File: src/rtl/tars_pkg.sv
// ----------------------------------------------------------------------------
// tars_pkg - shared types and constants for the tensor axis sum reduction
// Store sizing, item layout between front and back, mode and register codes.
// ----------------------------------------------------------------------------
package tars_pkg;

  // Sizing
  localparam int unsigned STORE_DEPTH = 4096;
  localparam int unsigned DIM_BITS    = 16;
  localparam int unsigned VAL_W       = 32;
  localparam int unsigned IDX_W       = (STORE_DEPTH > 1) ? $clog2(STORE_DEPTH) : 1;
  localparam int unsigned PART_W      = IDX_W + 1;
  localparam int unsigned PROD_W      = DIM_BITS + PART_W;
  localparam int unsigned HW_W        = 2 * DIM_BITS;
  localparam int unsigned CFG_IDX_W   = 3;
  localparam int unsigned CFG_DATA_W  = (DIM_BITS > 3) ? DIM_BITS : 3;
  localparam int unsigned QUEUE_DEPTH = 2;
  localparam int unsigned QPTR_W      = (QUEUE_DEPTH > 1) ? $clog2(QUEUE_DEPTH) : 1;
  localparam int unsigned QCNT_W      = $clog2(QUEUE_DEPTH + 1);

  // Reduction modes: axes summed away
  typedef enum logic [2:0] {
    MODE_N   = 3'd0,
    MODE_C   = 3'd1,
    MODE_H   = 3'd2,
    MODE_W   = 3'd3,
    MODE_NC  = 3'd4,
    MODE_CH  = 3'd5,
    MODE_HW  = 3'd6,
    MODE_ALL = 3'd7
  } mode_e;

  // Configuration register indexes
  typedef enum logic [CFG_IDX_W-1:0] {
    REG_MODE    = 3'd0,
    REG_BATCH   = 3'd1,
    REG_CHANNEL = 3'd2,
    REG_HEIGHT  = 3'd3,
    REG_WIDTH   = 3'd4
  } cfg_reg_e;

  // Classified item handed from front to back
  typedef struct packed {
    logic [VAL_W-1:0] value;
    logic             first;
    logic             last;
    logic             use_store;
    logic             err;
    logic             tensor_end;
    logic [IDX_W-1:0] idx;
  } item_t;

endpackage

File: src/rtl/tars_queue.sv
// ----------------------------------------------------------------------------
// tars_queue - short item queue between front and back
// Lets the front keep taking items while the back waits on the output.
// ----------------------------------------------------------------------------
module tars_queue (
  input  logic            clk_i,
  input  logic            rst_ni,
  input  logic            push_i,
  input  tars_pkg::item_t push_item_i,
  output logic            full_o,
  input  logic            pop_i,
  output logic            valid_o,
  output tars_pkg::item_t item_o
);
  import tars_pkg::*;

  item_t             entry_q [QUEUE_DEPTH];
  logic [QPTR_W-1:0] wr_ptr_q, rd_ptr_q;
  logic [QCNT_W-1:0] count_q;

  assign full_o  = count_q == QCNT_W'(QUEUE_DEPTH);
  assign valid_o = count_q != '0;
  assign item_o  = entry_q[rd_ptr_q];

  // Store pushed items
  always_ff @(posedge clk_i) begin
    if (push_i) begin
      entry_q[wr_ptr_q] <= push_item_i;
    end
  end

  // Advance pointers and fill level
  always_ff @(posedge clk_i or negedge rst_ni) begin
    if (!rst_ni) begin
      wr_ptr_q <= '0;
      rd_ptr_q <= '0;
      count_q  <= '0;
    end else begin
      if (push_i) begin
        wr_ptr_q <= (wr_ptr_q == QPTR_W'(QUEUE_DEPTH - 1)) ? '0 : wr_ptr_q + QPTR_W'(1);
      end
      if (pop_i) begin
        rd_ptr_q <= (rd_ptr_q == QPTR_W'(QUEUE_DEPTH - 1)) ? '0 : rd_ptr_q + QPTR_W'(1);
      end
      if (push_i && !pop_i) begin
        count_q <= count_q + QCNT_W'(1);
      end else if (pop_i && !push_i) begin
        count_q <= count_q - QCNT_W'(1);
      end
    end
  end

  a_no_overflow: assert property (@(posedge clk_i) disable iff (!rst_ni)
    !(push_i && full_o))
    else $error("queue pushed while full");

  a_no_underflow: assert property (@(posedge clk_i) disable iff (!rst_ni)
    pop_i |-> valid_o)
    else $error("queue popped while empty");

  a_count_bound: assert property (@(posedge clk_i) disable iff (!rst_ni)
    count_q <= QCNT_W'(QUEUE_DEPTH))
    else $error("queue fill level out of range");

endmodule

File: config.mk
export PLATFORM = sky130hd
export DESIGN_NAME = tars_queue
export DESIGN_NICKNAME = d
export VERILOG_FILES = /design/src/rtl/tars_pkg.sv /design/src/rtl/tars_queue.sv
export SDC_FILE = /design/constraint.sdc
export NUM_CORES = 1
export LEC_CHECK = 0
export ABC_CLOCK_PERIOD_IN_PS = 3900
export BUFFER_PORTS_ARGS = -buffer_cell sky130_fd_sc_hd__buf_2
export CELL_PAD_IN_SITES_DETAIL_PLACEMENT = 1
export CELL_PAD_IN_SITES_GLOBAL_PLACEMENT = 2
export CORE_ASPECT_RATIO = 0.8
export CORE_MARGIN = 4
export CORE_UTILIZATION = 32
export CTS_CLUSTER_SIZE = 24
export DETAILED_ROUTE_END_ITERATION = 7
export GPL_ROUTABILITY_DRIVEN = 0
export PLACE_DENSITY_LB_ADDON = 0.1
export SYNTH_ARGS = -nofsm -noshare
export SYNTH_HDL_FRONTEND = slang
export SYNTH_SLANG_ARGS = --single-unit
File: constraint.sdc
create_clock -name clk_i -period 3.9 [get_ports clk_i]
set_input_delay 0.39 -clock clk_i [delete_from_list [all_inputs] [get_ports clk_i]]
set_output_delay 0.39 -clock clk_i [all_outputs]
set_load 0.01 [all_outputs]
==> impl_metrics.yaml <==
floorplan:
  initial_utilization_pct: 32.7
  dieArea_um2: 14300
  rows: 36
  die_width_um: 133
  ios: 104
  die_h_um: 108
  core_um2: 12200
global_route:
  antenna_found_initial: 1
  grt-ovfl-total: 0
  grt_pass1_wl_um: 11600
  grt_pass1_vias: 2120
  grt_max_degree: 51
  grtUsageTotal_pct: 10.9
clocking:
  root_buffer: "clkbuf_16"
  tritoncts: "done"
  cts_made_buffers: 9
  h-tree-depth: 3
  cts.sinks: 102
  path_clk_slew_ns: 0.06
  post_cts_buffers: 0
  clk_path_buf_depth: 2
  clkLatencyLatePin_ns: 0.33
sta:
  rsz0062_at_grt: "false"
  fin_setup_tns_ns: 0
  fin_crit_sh_pct: 60.5
  slew_viol_final: 0
  setup_viol: 0
  timing.hold.ws_ns: 0.243
  worstMarginPinSlew_ns: 1.00
  finalHoldViolations: 0
  setup_ws_ns: 1.54
  fin_crit_ns: 2.36
  finClkSkew_ns: 0.00200
  relSlewSlack_pct: 33.3
  timing.fmax_ghz: 0.424
detailed_routing:
  firstDrtPassIters: 4
  ant_nets: 0
  drt_iter0_drc: 124
  drc_errors: 0
  vias_per_cell: 4.34
  avgRoutedWirePerCell_um: 16.9
  num_vias: 1901
  wl_um: 7420
pwr:
  leakagePower_nw: 2.00
  power_mw: 3.58
  ir_drop_mv: 0.408
  powerDensity_nw_per_um2: 726
critical_path:
  crit_arrival_ns: 1.97
  r2r_slack_ns: 2.02
  reg2reg_to: "entry_q[1][48]"
  r2r-start: "wr_ptr_q"
  start_kind: "flop"
  worst_ep_required_time_ns: 3.51
  r2r_cells: 2
  critPathKind: "flop to output pin"
  worst-path-max-fanout: 50
  cp-end-kind: "output pin"
finish:
  drive_gt1_share_pct: 60.8
  fin_nets: 335
  antenna_cells: 0
  layout_commonest_cell: "buf_2"
  syn_to_final_growth_pct: 24.0
  final_cell_mix: "103 x buf_2, 98 x edfxtp_1, 49 x mux2_4, 9 x clkbuf_16, 4 x xor2_1"
synth:
  synth_seq_cells: 102
  ys_seq_area_share_pct: 76.5
  ys_warn_count: 0
  synth_cell_types: 13
  syn_area_per_cell_um2: 23.5
  syn_area_um2: 3980
  synthCells: 169
  syn_nets: 223
worst_hold_path:
  holdPathEnd: "entry_q[0][11]"
  hold_path.class: "primary input to flop"
  hp-start: "push_item_i[11]"
  worstHoldPathCells: 1
placed_design:
  dpl.hpwl_um: 4940
  numPortBuffers: 103
  place_ws_ns: 1.87
status:
  status: "finished clean"
run:
  maxCapViolCount: 0
==> synth_stat cells <==
cell type,count,share of area (%)
mux2_4,49,18
xnor2_1,1,0.22
and2_1,1,0.16
xor2_1,4,0.88
ha_1,1,0.31
edfxtp_1,98,74
inv_1,1,0.094
buf_12,5,2.5
or2_2,1,0.16
nor2b_1,2,0.31
nor2_1,1,0.094
buf_6,1,0.28
dfrtp_1,4,2.5
==> sequential cells by signal, summed over array words and instances (netlist names) <==
register / count
wr_ptr_q: 1
count_q: 2
entry_q: 98
rd_ptr_q: 1
==> final cells by class <==
cell class                      instances  area, um^2
Fill cell                            1215        7230
Tap cell                              152         190
Inverter                                1        3.75
Timing Repair Buffer                  107         548
Clock inverter                          6        86.3
Sequential cell                       102        3050
Clock buffer                           10         229
Multi-Input combinational cell         60         830
==> power by group <==
group / switching, mW / internal, mW
clock network: 0.365 / 0.561
registers: 0.209 / 1.46
logic: 0.409 / 0.578
total: 0.983 / 2.60
==> worst max path at each step <==
stage / from / cells past startpoint / slack (ns) / to
3_5_place_dp: push_i / 3 / 1.87 / entry_q[1][48]
2_1_floorplan: wr_ptr_q / 1 / 0.85 / entry_q[0][0]
3_3_place_gp: push_i / 3 / 1.86 / entry_q[1][48]
5_1_grt: rd_ptr_q / 2 / 1.44 / item_o[0]
6_report: rd_ptr_q / 2 / 1.54 / item_o[21]
4_1_cts: rd_ptr_q / 2 / 1.50 / item_o[4]
==> cells by family after synthesis <==
| family | synth area share, % |
|---|---|
| flip-flops | 76.5 |
| multiplexers | 18.5 |
| buffers and inverters | 2.89 |
| XOR/XNOR | 1.10 |
| AND/OR/NAND/NOR | 0.723 |
| adder cells (fa/ha/maj) | 0.314 |
==> worst max-delay path: stages, from the launching register on <==
cell	delay, ns
dfrtp_4	1.06
mux2_4	0.36
buf_2	0.14
==> through the flow <==
step | cell area [um^2] | instances | utilization, %
final | 4930 | 438 | 40.6
after global routing | 4930 | 438 | 40.6
after CTS | 4930 | 438 | 40.6
after detailed placement | 4610 | 421 | 37.9
after global placement | 4610 | 421 | 37.9
after floorplan | 3980 | 169 | -
==> timing repair <==
item,4_1_cts,5_1_grt
hold endpoints to repair,4,0
hold buffers,1,0
resized for setup,0,0
==> metal layers <==
layer  part of all wire (%)  track usage, %  up-vias
li1                       -               -      879
met1                     44            13.9      947
met2                     48            17.0       66
met3                    7.0            4.39        7
met4                    1.1            3.78        2
met5                   0.18               0        -
Note: power is estimated with default switching activity, not from simulation.
