--- config.mk ---
export PLATFORM = sky130hd
export DESIGN_NAME = tars_front_flat
export DESIGN_NICKNAME = d
export VERILOG_FILES = /design/src/rtl/tars_pkg.sv /design/src/rtl/tars_if.sv /design/src/rtl/tars_front.sv /design/src/flat_wrapper.sv
export SDC_FILE = /design/constraint.sdc
export NUM_CORES = 2
export LEC_CHECK = 0
export ABC_CLOCK_PERIOD_IN_PS = 7350
export BUFFER_PORTS_ARGS = -buffer_cell sky130_fd_sc_hd__buf_2
export CORE_MARGIN = 4
export CORE_UTILIZATION = 42
export DETAILED_ROUTE_END_ITERATION = 16
export PLACE_DENSITY = 0.64
export SYNTH_ARGS = -nofsm -noshare
export SYNTH_HDL_FRONTEND = slang
export SYNTH_SLANG_ARGS = --single-unit
--- constraint.sdc ---
create_clock -name clk_i -period 7.35 [get_ports clk_i]
set_input_delay 1.47 -clock clk_i [delete_from_list [all_inputs] [get_ports clk_i]]
set_output_delay 1.47 -clock clk_i [all_outputs]
set_load 0.005 [all_outputs]
--- src/rtl/tars_pkg.sv ---
// ----------------------------------------------------------------------------
// tars_pkg - shared types and constants for the tensor axis sum reduction
// Store sizing, item layout between front and back, mode and register codes.
// ----------------------------------------------------------------------------
package tars_pkg;

  // Sizing
  localparam int unsigned STORE_DEPTH = 4096;
  localparam int unsigned DIM_BITS    = 16;
  localparam int unsigned VAL_W       = 32;
  localparam int unsigned IDX_W       = (STORE_DEPTH > 1) ? $clog2(STORE_DEPTH) : 1;
  localparam int unsigned PART_W      = IDX_W + 1;
  localparam int unsigned PROD_W      = DIM_BITS + PART_W;
  localparam int unsigned HW_W        = 2 * DIM_BITS;
  localparam int unsigned CFG_IDX_W   = 3;
  localparam int unsigned CFG_DATA_W  = (DIM_BITS > 3) ? DIM_BITS : 3;
  localparam int unsigned QUEUE_DEPTH = 2;
  localparam int unsigned QPTR_W      = (QUEUE_DEPTH > 1) ? $clog2(QUEUE_DEPTH) : 1;
  localparam int unsigned QCNT_W      = $clog2(QUEUE_DEPTH + 1);

  // Reduction modes: axes summed away
  typedef enum logic [2:0] {
    MODE_N   = 3'd0,
    MODE_C   = 3'd1,
    MODE_H   = 3'd2,
    MODE_W   = 3'd3,
    MODE_NC  = 3'd4,
    MODE_CH  = 3'd5,
    MODE_HW  = 3'd6,
    MODE_ALL = 3'd7
  } mode_e;

  // Configuration register indexes
  typedef enum logic [CFG_IDX_W-1:0] {
    REG_MODE    = 3'd0,
    REG_BATCH   = 3'd1,
    REG_CHANNEL = 3'd2,
    REG_HEIGHT  = 3'd3,
    REG_WIDTH   = 3'd4
  } cfg_reg_e;

  // Classified item handed from front to back
  typedef struct packed {
    logic [VAL_W-1:0] value;
    logic             first;
    logic             last;
    logic             use_store;
    logic             err;
    logic             tensor_end;
    logic [IDX_W-1:0] idx;
  } item_t;

endpackage

--- src/rtl/tars_if.sv ---
// ----------------------------------------------------------------------------
// tars_if - valid/ready channels of the tensor axis sum reduction
// Input channel carries one tensor element, output channel one finished sum.
// ----------------------------------------------------------------------------
interface tars_in_if;
  logic                               valid;
  logic                               ready;
  logic signed [tars_pkg::VAL_W-1:0]  value_in;

  modport source (output valid, output value_in, input ready);
  modport sink   (input valid, input value_in, output ready);
endinterface


--- src/rtl/tars_front.sv ---
// ----------------------------------------------------------------------------
// tars_front - configuration, position tracking and item classification
// Holds the tensor extents and mode, walks the N,C,H,W position and tags each
// item with first/last slice, store index and plane-size error.
// ----------------------------------------------------------------------------
module tars_front (
  input  logic                            clk_i,
  input  logic                            rst_ni,
  input  logic                            cfg_we_i,
  input  logic [tars_pkg::CFG_IDX_W-1:0]  cfg_idx_i,
  input  logic [tars_pkg::CFG_DATA_W-1:0] cfg_data_i,
  tars_in_if.sink                         in_i,
  input  logic                            q_full_i,
  output logic                            push_o,
  output tars_pkg::item_t                 push_item_o
);
  import tars_pkg::*;

  mode_e               mode_q;
  logic [DIM_BITS-1:0] dim_b_q, dim_c_q, dim_h_q, dim_w_q;
  logic [DIM_BITS-1:0] pos_b_q, pos_c_q, pos_r_q, pos_w_q;
  logic [DIM_BITS-1:0] pos_b_d, pos_c_d, pos_r_d, pos_w_d;
  logic [IDX_W-1:0]    pidx_q, pidx_d;
  logic [1:0]          busy_q;
  logic [HW_W-1:0]     hw_q;
  logic                err_chw_q, err_hw_q, err_w_q;
  logic [DIM_BITS-1:0] eff_b, eff_c, eff_h, eff_w;
  logic [PART_W-1:0]   hw_part;
  logic [PROD_W-1:0]   chw_prod;
  logic                hw_gt;
  logic                fb, lb, fc, lc, fr, lr, fw, lw;
  logic                first, last, use_store, err, tensor_end, wrap;
  logic                accept;

  // Zero extents act as one
  assign eff_b = (dim_b_q == '0) ? DIM_BITS'(1) : dim_b_q;
  assign eff_c = (dim_c_q == '0) ? DIM_BITS'(1) : dim_c_q;
  assign eff_h = (dim_h_q == '0) ? DIM_BITS'(1) : dim_h_q;
  assign eff_w = (dim_w_q == '0) ? DIM_BITS'(1) : dim_w_q;

  // Configuration registers
  always_ff @(posedge clk_i or negedge rst_ni) begin
    if (!rst_ni) begin
      mode_q  <= MODE_ALL;
      dim_b_q <= DIM_BITS'(1);
      dim_c_q <= DIM_BITS'(1);
      dim_h_q <= DIM_BITS'(1);
      dim_w_q <= DIM_BITS'(1);
    end else if (cfg_we_i) begin
      unique case (cfg_reg_e'(cfg_idx_i))
        REG_MODE:    mode_q  <= mode_e'(cfg_data_i[2:0]);
        REG_BATCH:   dim_b_q <= DIM_BITS'(cfg_data_i);
        REG_CHANNEL: dim_c_q <= DIM_BITS'(cfg_data_i);
        REG_HEIGHT:  dim_h_q <= DIM_BITS'(cfg_data_i);
        REG_WIDTH:   dim_w_q <= DIM_BITS'(cfg_data_i);
        default: ;
      endcase
    end
  end

  // Plane size checks: two registered steps after any write
  assign hw_gt    = 64'(hw_q) > 64'(STORE_DEPTH);
  assign hw_part  = PART_W'(hw_q);
  assign chw_prod = PROD_W'(eff_c) * PROD_W'(hw_part);

  always_ff @(posedge clk_i or negedge rst_ni) begin
    if (!rst_ni) begin
      hw_q      <= HW_W'(1);
      err_chw_q <= 1'b0;
      err_hw_q  <= 1'b0;
      err_w_q   <= 1'b0;
      busy_q    <= '0;
    end else begin
      hw_q      <= HW_W'(eff_h) * HW_W'(eff_w);
      err_chw_q <= hw_gt || (64'(chw_prod) > 64'(STORE_DEPTH));
      err_hw_q  <= hw_gt;
      err_w_q   <= 64'(eff_w) > 64'(STORE_DEPTH);
      // hold off items until the checks have settled
      if (cfg_we_i && (cfg_idx_i <= CFG_IDX_W'(REG_WIDTH))) begin
        busy_q <= 2'b11;
      end else begin
        busy_q <= {1'b0, busy_q[1]};
      end
    end
  end

  // Position flags
  assign fb = pos_b_q == '0;
  assign fc = pos_c_q == '0;
  assign fr = pos_r_q == '0;
  assign fw = pos_w_q == '0;
  assign lb = pos_b_q == (eff_b - DIM_BITS'(1));
  assign lc = pos_c_q == (eff_c - DIM_BITS'(1));
  assign lr = pos_r_q == (eff_h - DIM_BITS'(1));
  assign lw = pos_w_q == (eff_w - DIM_BITS'(1));

  // Classify the item by mode
  always_comb begin
    use_store  = 1'b1;
    err        = 1'b0;
    wrap       = 1'b1;
    tensor_end = (mode_q == MODE_ALL) ? lw : (lb && lc && lr && lw);
    unique case (mode_q)
      MODE_N: begin
        first = fb;        last = lb;
        err   = err_chw_q; wrap = lc && lr && lw;
      end
      MODE_C: begin
        first = fc;        last = lc;
        err   = err_hw_q;  wrap = lr && lw;
      end
      MODE_H: begin
        first = fr;        last = lr;
        err   = err_w_q;   wrap = lw;
      end
      MODE_NC: begin
        first = fb && fc;  last = lb && lc;
        err   = err_hw_q;  wrap = lr && lw;
      end
      MODE_CH: begin
        first = fc && fr;  last = lc && lr;
        err   = err_w_q;   wrap = lw;
      end
      MODE_HW: begin
        first = fr && fw;  last = lr && lw;
        use_store = 1'b0;
      end
      default: begin
        first = fw;        last = lw;
        use_store = 1'b0;
      end
    endcase
  end

  // Advance the position
  always_comb begin
    pos_b_d = pos_b_q;
    pos_c_d = pos_c_q;
    pos_r_d = pos_r_q;
    pos_w_d = pos_w_q;
    pidx_d  = wrap ? '0 : pidx_q + IDX_W'(1);
    if (mode_q == MODE_ALL) begin
      pos_w_d = lw ? '0 : pos_w_q + DIM_BITS'(1);
      pos_r_d = '0;
      pos_c_d = '0;
      pos_b_d = '0;
    end else if (!lw) begin
      pos_w_d = pos_w_q + DIM_BITS'(1);
    end else begin
      pos_w_d = '0;
      if (!lr) begin
        pos_r_d = pos_r_q + DIM_BITS'(1);
      end else begin
        pos_r_d = '0;
        if (!lc) begin
          pos_c_d = pos_c_q + DIM_BITS'(1);
        end else begin
          pos_c_d = '0;
          pos_b_d = lb ? '0 : pos_b_q + DIM_BITS'(1);
        end
      end
    end
  end

  assign in_i.ready = !q_full_i && (busy_q == '0);
  assign accept     = in_i.valid && in_i.ready;

  always_ff @(posedge clk_i or negedge rst_ni) begin
    if (!rst_ni) begin
      pos_b_q <= '0;
      pos_c_q <= '0;
      pos_r_q <= '0;
      pos_w_q <= '0;
      pidx_q  <= '0;
    end else if (cfg_we_i && (cfg_idx_i <= CFG_IDX_W'(REG_WIDTH))) begin
      // restart the tensor
      pos_b_q <= '0;
      pos_c_q <= '0;
      pos_r_q <= '0;
      pos_w_q <= '0;
      pidx_q  <= '0;
    end else if (accept) begin
      pos_b_q <= pos_b_d;
      pos_c_q <= pos_c_d;
      pos_r_q <= pos_r_d;
      pos_w_q <= pos_w_d;
      pidx_q  <= pidx_d;
    end
  end

  assign push_o                 = accept;
  assign push_item_o.value      = in_i.value_in;
  assign push_item_o.first      = first;
  assign push_item_o.last       = last;
  assign push_item_o.use_store  = use_store;
  assign push_item_o.err        = err;
  assign push_item_o.tensor_end = tensor_end;
  assign push_item_o.idx        = pidx_q;

endmodule

--- src/flat_wrapper.sv ---
// flat-port wrapper written by rule: the top's interface ports become plain ports
module tars_front_flat import tars_pkg::*;
  (clk_i, rst_ni, cfg_we_i, cfg_idx_i, cfg_data_i, q_full_i, push_o, push_item_o, in_i_valid, in_i_value_in, in_i_ready);
  tars_in_if in_i_i ();
  input  logic clk_i;
  input  logic rst_ni;
  input  logic cfg_we_i;
  input  logic [tars_pkg::CFG_IDX_W-1:0] cfg_idx_i;
  input  logic [tars_pkg::CFG_DATA_W-1:0] cfg_data_i;
  input  logic q_full_i;
  output logic push_o;
  output tars_pkg::item_t push_item_o;
  input wire logic [$bits(in_i_i.valid)-1:0] in_i_valid;
  input wire logic [$bits(in_i_i.value_in)-1:0] in_i_value_in;
  output wire logic [$bits(in_i_i.ready)-1:0] in_i_ready;
  assign in_i_i.valid = in_i_valid;
  assign in_i_i.value_in = in_i_value_in;
  assign in_i_ready = in_i_i.ready;
  tars_front u_core (.clk_i(clk_i), .rst_ni(rst_ni), .cfg_we_i(cfg_we_i), .cfg_idx_i(cfg_idx_i), .cfg_data_i(cfg_data_i), .in_i(in_i_i), .q_full_i(q_full_i), .push_o(push_o), .push_item_o(push_item_o));
endmodule
==> impl_metrics.ini <==
[timing]
finalHoldViolCount = 0
finClkSkew_ns = 0.0179
max_clock_freq_mhz = 145
slew_violations = 0
worstMarginPinSlew_ns = 0.899
slew_headroom = 0.399
setup_viol = 0
tns_ns = 0
period_needed_ns = 6.88
post-route-period-util = 0.936
rsz0062_at_grt = false

[worst_hold_path]
whs_path_depth = 1
min_path_type = register to register
worstHoldStart = u_core.busy_q[1]$_DFF_PN0_
whs_endpoint = u_core.busy_q[0]$_DFF_PN0_

[synthesis]
syn_area_sq_um = 26100
syn_nets = 3560
synth_ff_type = dfrtp_1
synth-seq-cells = 180
yosys_warnings = 0
synth.distinct_cells = 93
seq_area_frac_synth = 0.173
synth_edf_count = 0
netlist_instances = 2965
avgSynthCellArea_sq_um = 8.81
async_flop_share = 1.00

[cts]
cts-htree-levels = 4
clkTransAtPathRegs_ns = 0.08
clk_latency_ns = 0.46
cts_sinks = 180
cts_buffers = 17
postCtsHoldBufs = 0
cts_tree = built
cts_root_buf = clkbuf_16
cts_max_path_buffers = 2
postCtsSetupBuffers = 0
cts_resized = 0

[cells_and_area]
layout_commonest_cell = inv_1
drive_gt1_frac = 0.0861
area_delta_synth_final_pct = 5.65
diodes = 0
fin_nets = 3496
final_cell_mix = 482 x inv_1, 361 x nand2_1, 348 x fa_1, 198 x and2_1, 191 x ha_1
fillCellCount = 6016

[setup_path]
path_buf_inv = 3
timing.rr.start = u_core.dim_c_q[7]$_DFFE_PN0P_
r2r_end = u_core.err_chw_q$_DFF_PN0_
end_kind = register
path_class = register to register
path_cells = or4_1 -> nor4_1 -> a31o_2 -> nand2_1 -> fa_1 -> fa_1 -> inv_1 -> fa_1 -> fa_1 -> inv_1 -> fa_1 -> inv_1 -> ha_1 -> o21ai_0 -> a211oi_1 -> a31oi_1 -> a21oi_1 -> a41oi_1 -> a2111o_1 -> nor4_1 -> nand4_1
critical-path-top-delay-family = adder cells
start_kind = register
cpMostUsedCell = fa_1
cp_data_required_time_ns = 7.70
r2r_cells = 21
crit_slowest_cell = or4_1
slowest_delay_ns = 0.54
crit_arrival_ns = 7.22
r2r_slack_ns = 0.47
critPathMaxFanout = 9

[placed_design]
numPortBuffers = 42
place_congestion = 0.921
dpl.hpwl_microns = 49700

[outcome]
status = completed

[floorplan]
die_area_sq_um = 66200
die_w_microns = 257
start_util = 0.424
io_pins = 107
rows = 91
die_h_microns = 257
core_sq_um = 61600

[global_routing]
grt_pass1_wl_microns = 106000
grt_pass1_vias = 20600
antenna_found_initial = 0
grt_max_degree = 99
gr-total-overflow = 0
track_usage = 0.196

[routing]
viasPerCell = 5.40
drcViolationCount = 0
drt-wirelength-per-cell_microns = 17.2
finalWirelength_microns = 64400
drt_first_pass_iters = 7
drt_iter0_drc = 1240
postRouteAntennaNets = 0
vias = 20200

[flow_run]
drv_cap = 0
metal layers:
metal / track usage / up-vias / wire length (microns)
met2: 0.327 / 570 / 30400
met1: 0.263 / 10200 / 28200
met4: 0.0603 / 0 / 1900
met3: 0.0340 / 120 / 3880
met5: 0 / - / 0
li1: - / 9387 / -
cells in the mapped netlist, drive strengths merged (5+ instances only):
master	n	share of area
inv	482	0.069
nand2	364	0.053
fa	348	0.27
and2	199	0.048
ha	191	0.092
dfrtp	172	0.16
clkbuf	131	0.019
o21ai	119	0.023
nor2	111	0.016
a21oi	74	0.014
nand3	67	0.014
xor2	67	0.022
mux2	65	0.028
xnor2	65	0.022
buf	59	0.016
and3	42	0.010
nor4	42	0.011
nor3	38	0.0073
nand4	30	0.0072
nand2b	25	0.0060
a211oi	17	0.0051
or3	17	0.0041
a21o	15	0.0043
mux2i	15	0.0057
o22ai	12	0.0034
o31ai	12	0.0040
a31oi	11	0.0026
nor3b	11	0.0032
nor4b	10	0.0036
or4	10	0.0032
o21bai	9	0.0026
dfstp	8	0.0080
nor2b	8	0.0019
o21a	8	0.0023
nand4b	7	0.0023
o2111ai	7	0.0023
o211ai	7	0.0020
a22o	6	0.0020
and4	6	0.0020
nand3b	6	0.0017
o41ai	6	0.0023
a2111oi	5	0.0017
a21boi	5	0.0014
metrics by stage:
step	worst slack, ns	util	area (sq um)	hold slack [ns]	cells
2_1_floorplan	0.405	-	26100	0.436	2965
3_3_place_gp	0.241	0.438	27000	0.460	3719
3_5_place_dp	0.0538	0.438	27000	0.470	3719
4_1_cts	0.00439	0.447	27600	0.488	3751
5_1_grt	0.00107	0.448	27600	0.541	3751
6_report	0.473	0.448	27600	0.483	3751
flip-flops by register name, summed over array words and instances (netlist names), 3 cells and up:
signal	flops
u_core.dim_b_q	16
u_core.mode_q	3
u_core.hw_q	32
u_core.pos_r_q	16
u_core.pos_w_q	16
u_core.dim_h_q	16
u_core.dim_c_q	16
u_core.pos_c_q	16
u_core.pos_b_q	16
u_core.pidx_q	12
u_core.dim_w_q	16
cell families after synthesis:
kind of cell    Yosys count  share of synthesized area
flops                   180                      0.173
fa+ha+maj               539                      0.358
simple gates           1007                      0.198
compound gates          355                     0.0890
mux                      80                     0.0338
buf+inv                 672                      0.104
xor+xnor                132                     0.0443
worst max path at each step:
| stage | from | end | slack [ns] | cells after the start |
|---|---|---|---|---|
| floorplan | u_core.dim_c_q[8]$_DFFE_PN0P_ | u_core.err_chw_q$_DFF_PN0_ | 0.40 | 25 |
| global placement | u_core.dim_h_q[13]$_DFFE_PN0P_ | u_core.hw_q[26]$_DFF_PN0_ | 0.24 | 25 |
| detailed placement | u_core.dim_h_q[13]$_DFFE_PN0P_ | u_core.hw_q[26]$_DFF_PN0_ | 0.05 | 25 |
| CTS | u_core.dim_h_q[13]$_DFFE_PN0P_ | u_core.hw_q[26]$_DFF_PN0_ | 0.004 | 25 |
| global route | u_core.dim_c_q[7]$_DFFE_PN0P_ | u_core.err_chw_q$_DFF_PN0_ | 0.001 | 21 |
| finish | u_core.dim_c_q[7]$_DFFE_PN0P_ | u_core.err_chw_q$_DFF_PN0_ | 0.47 | 21 |
cell type report:
cell class	instances	area (sq um)	area share
clock inverter	12	141	0.00512
tap	837	1050	0.0380
sequential	180	4510	0.164
inverter	482	1810	0.0656
clock buffer	20	447	0.0162
timing repair buffer	107	707	0.0256
multi-input combinational	2113	18900	0.686
Power is left out: the tool's default activity adds up to more than one toggle a clock period on the data nets, which glitch-free logic cannot reach.
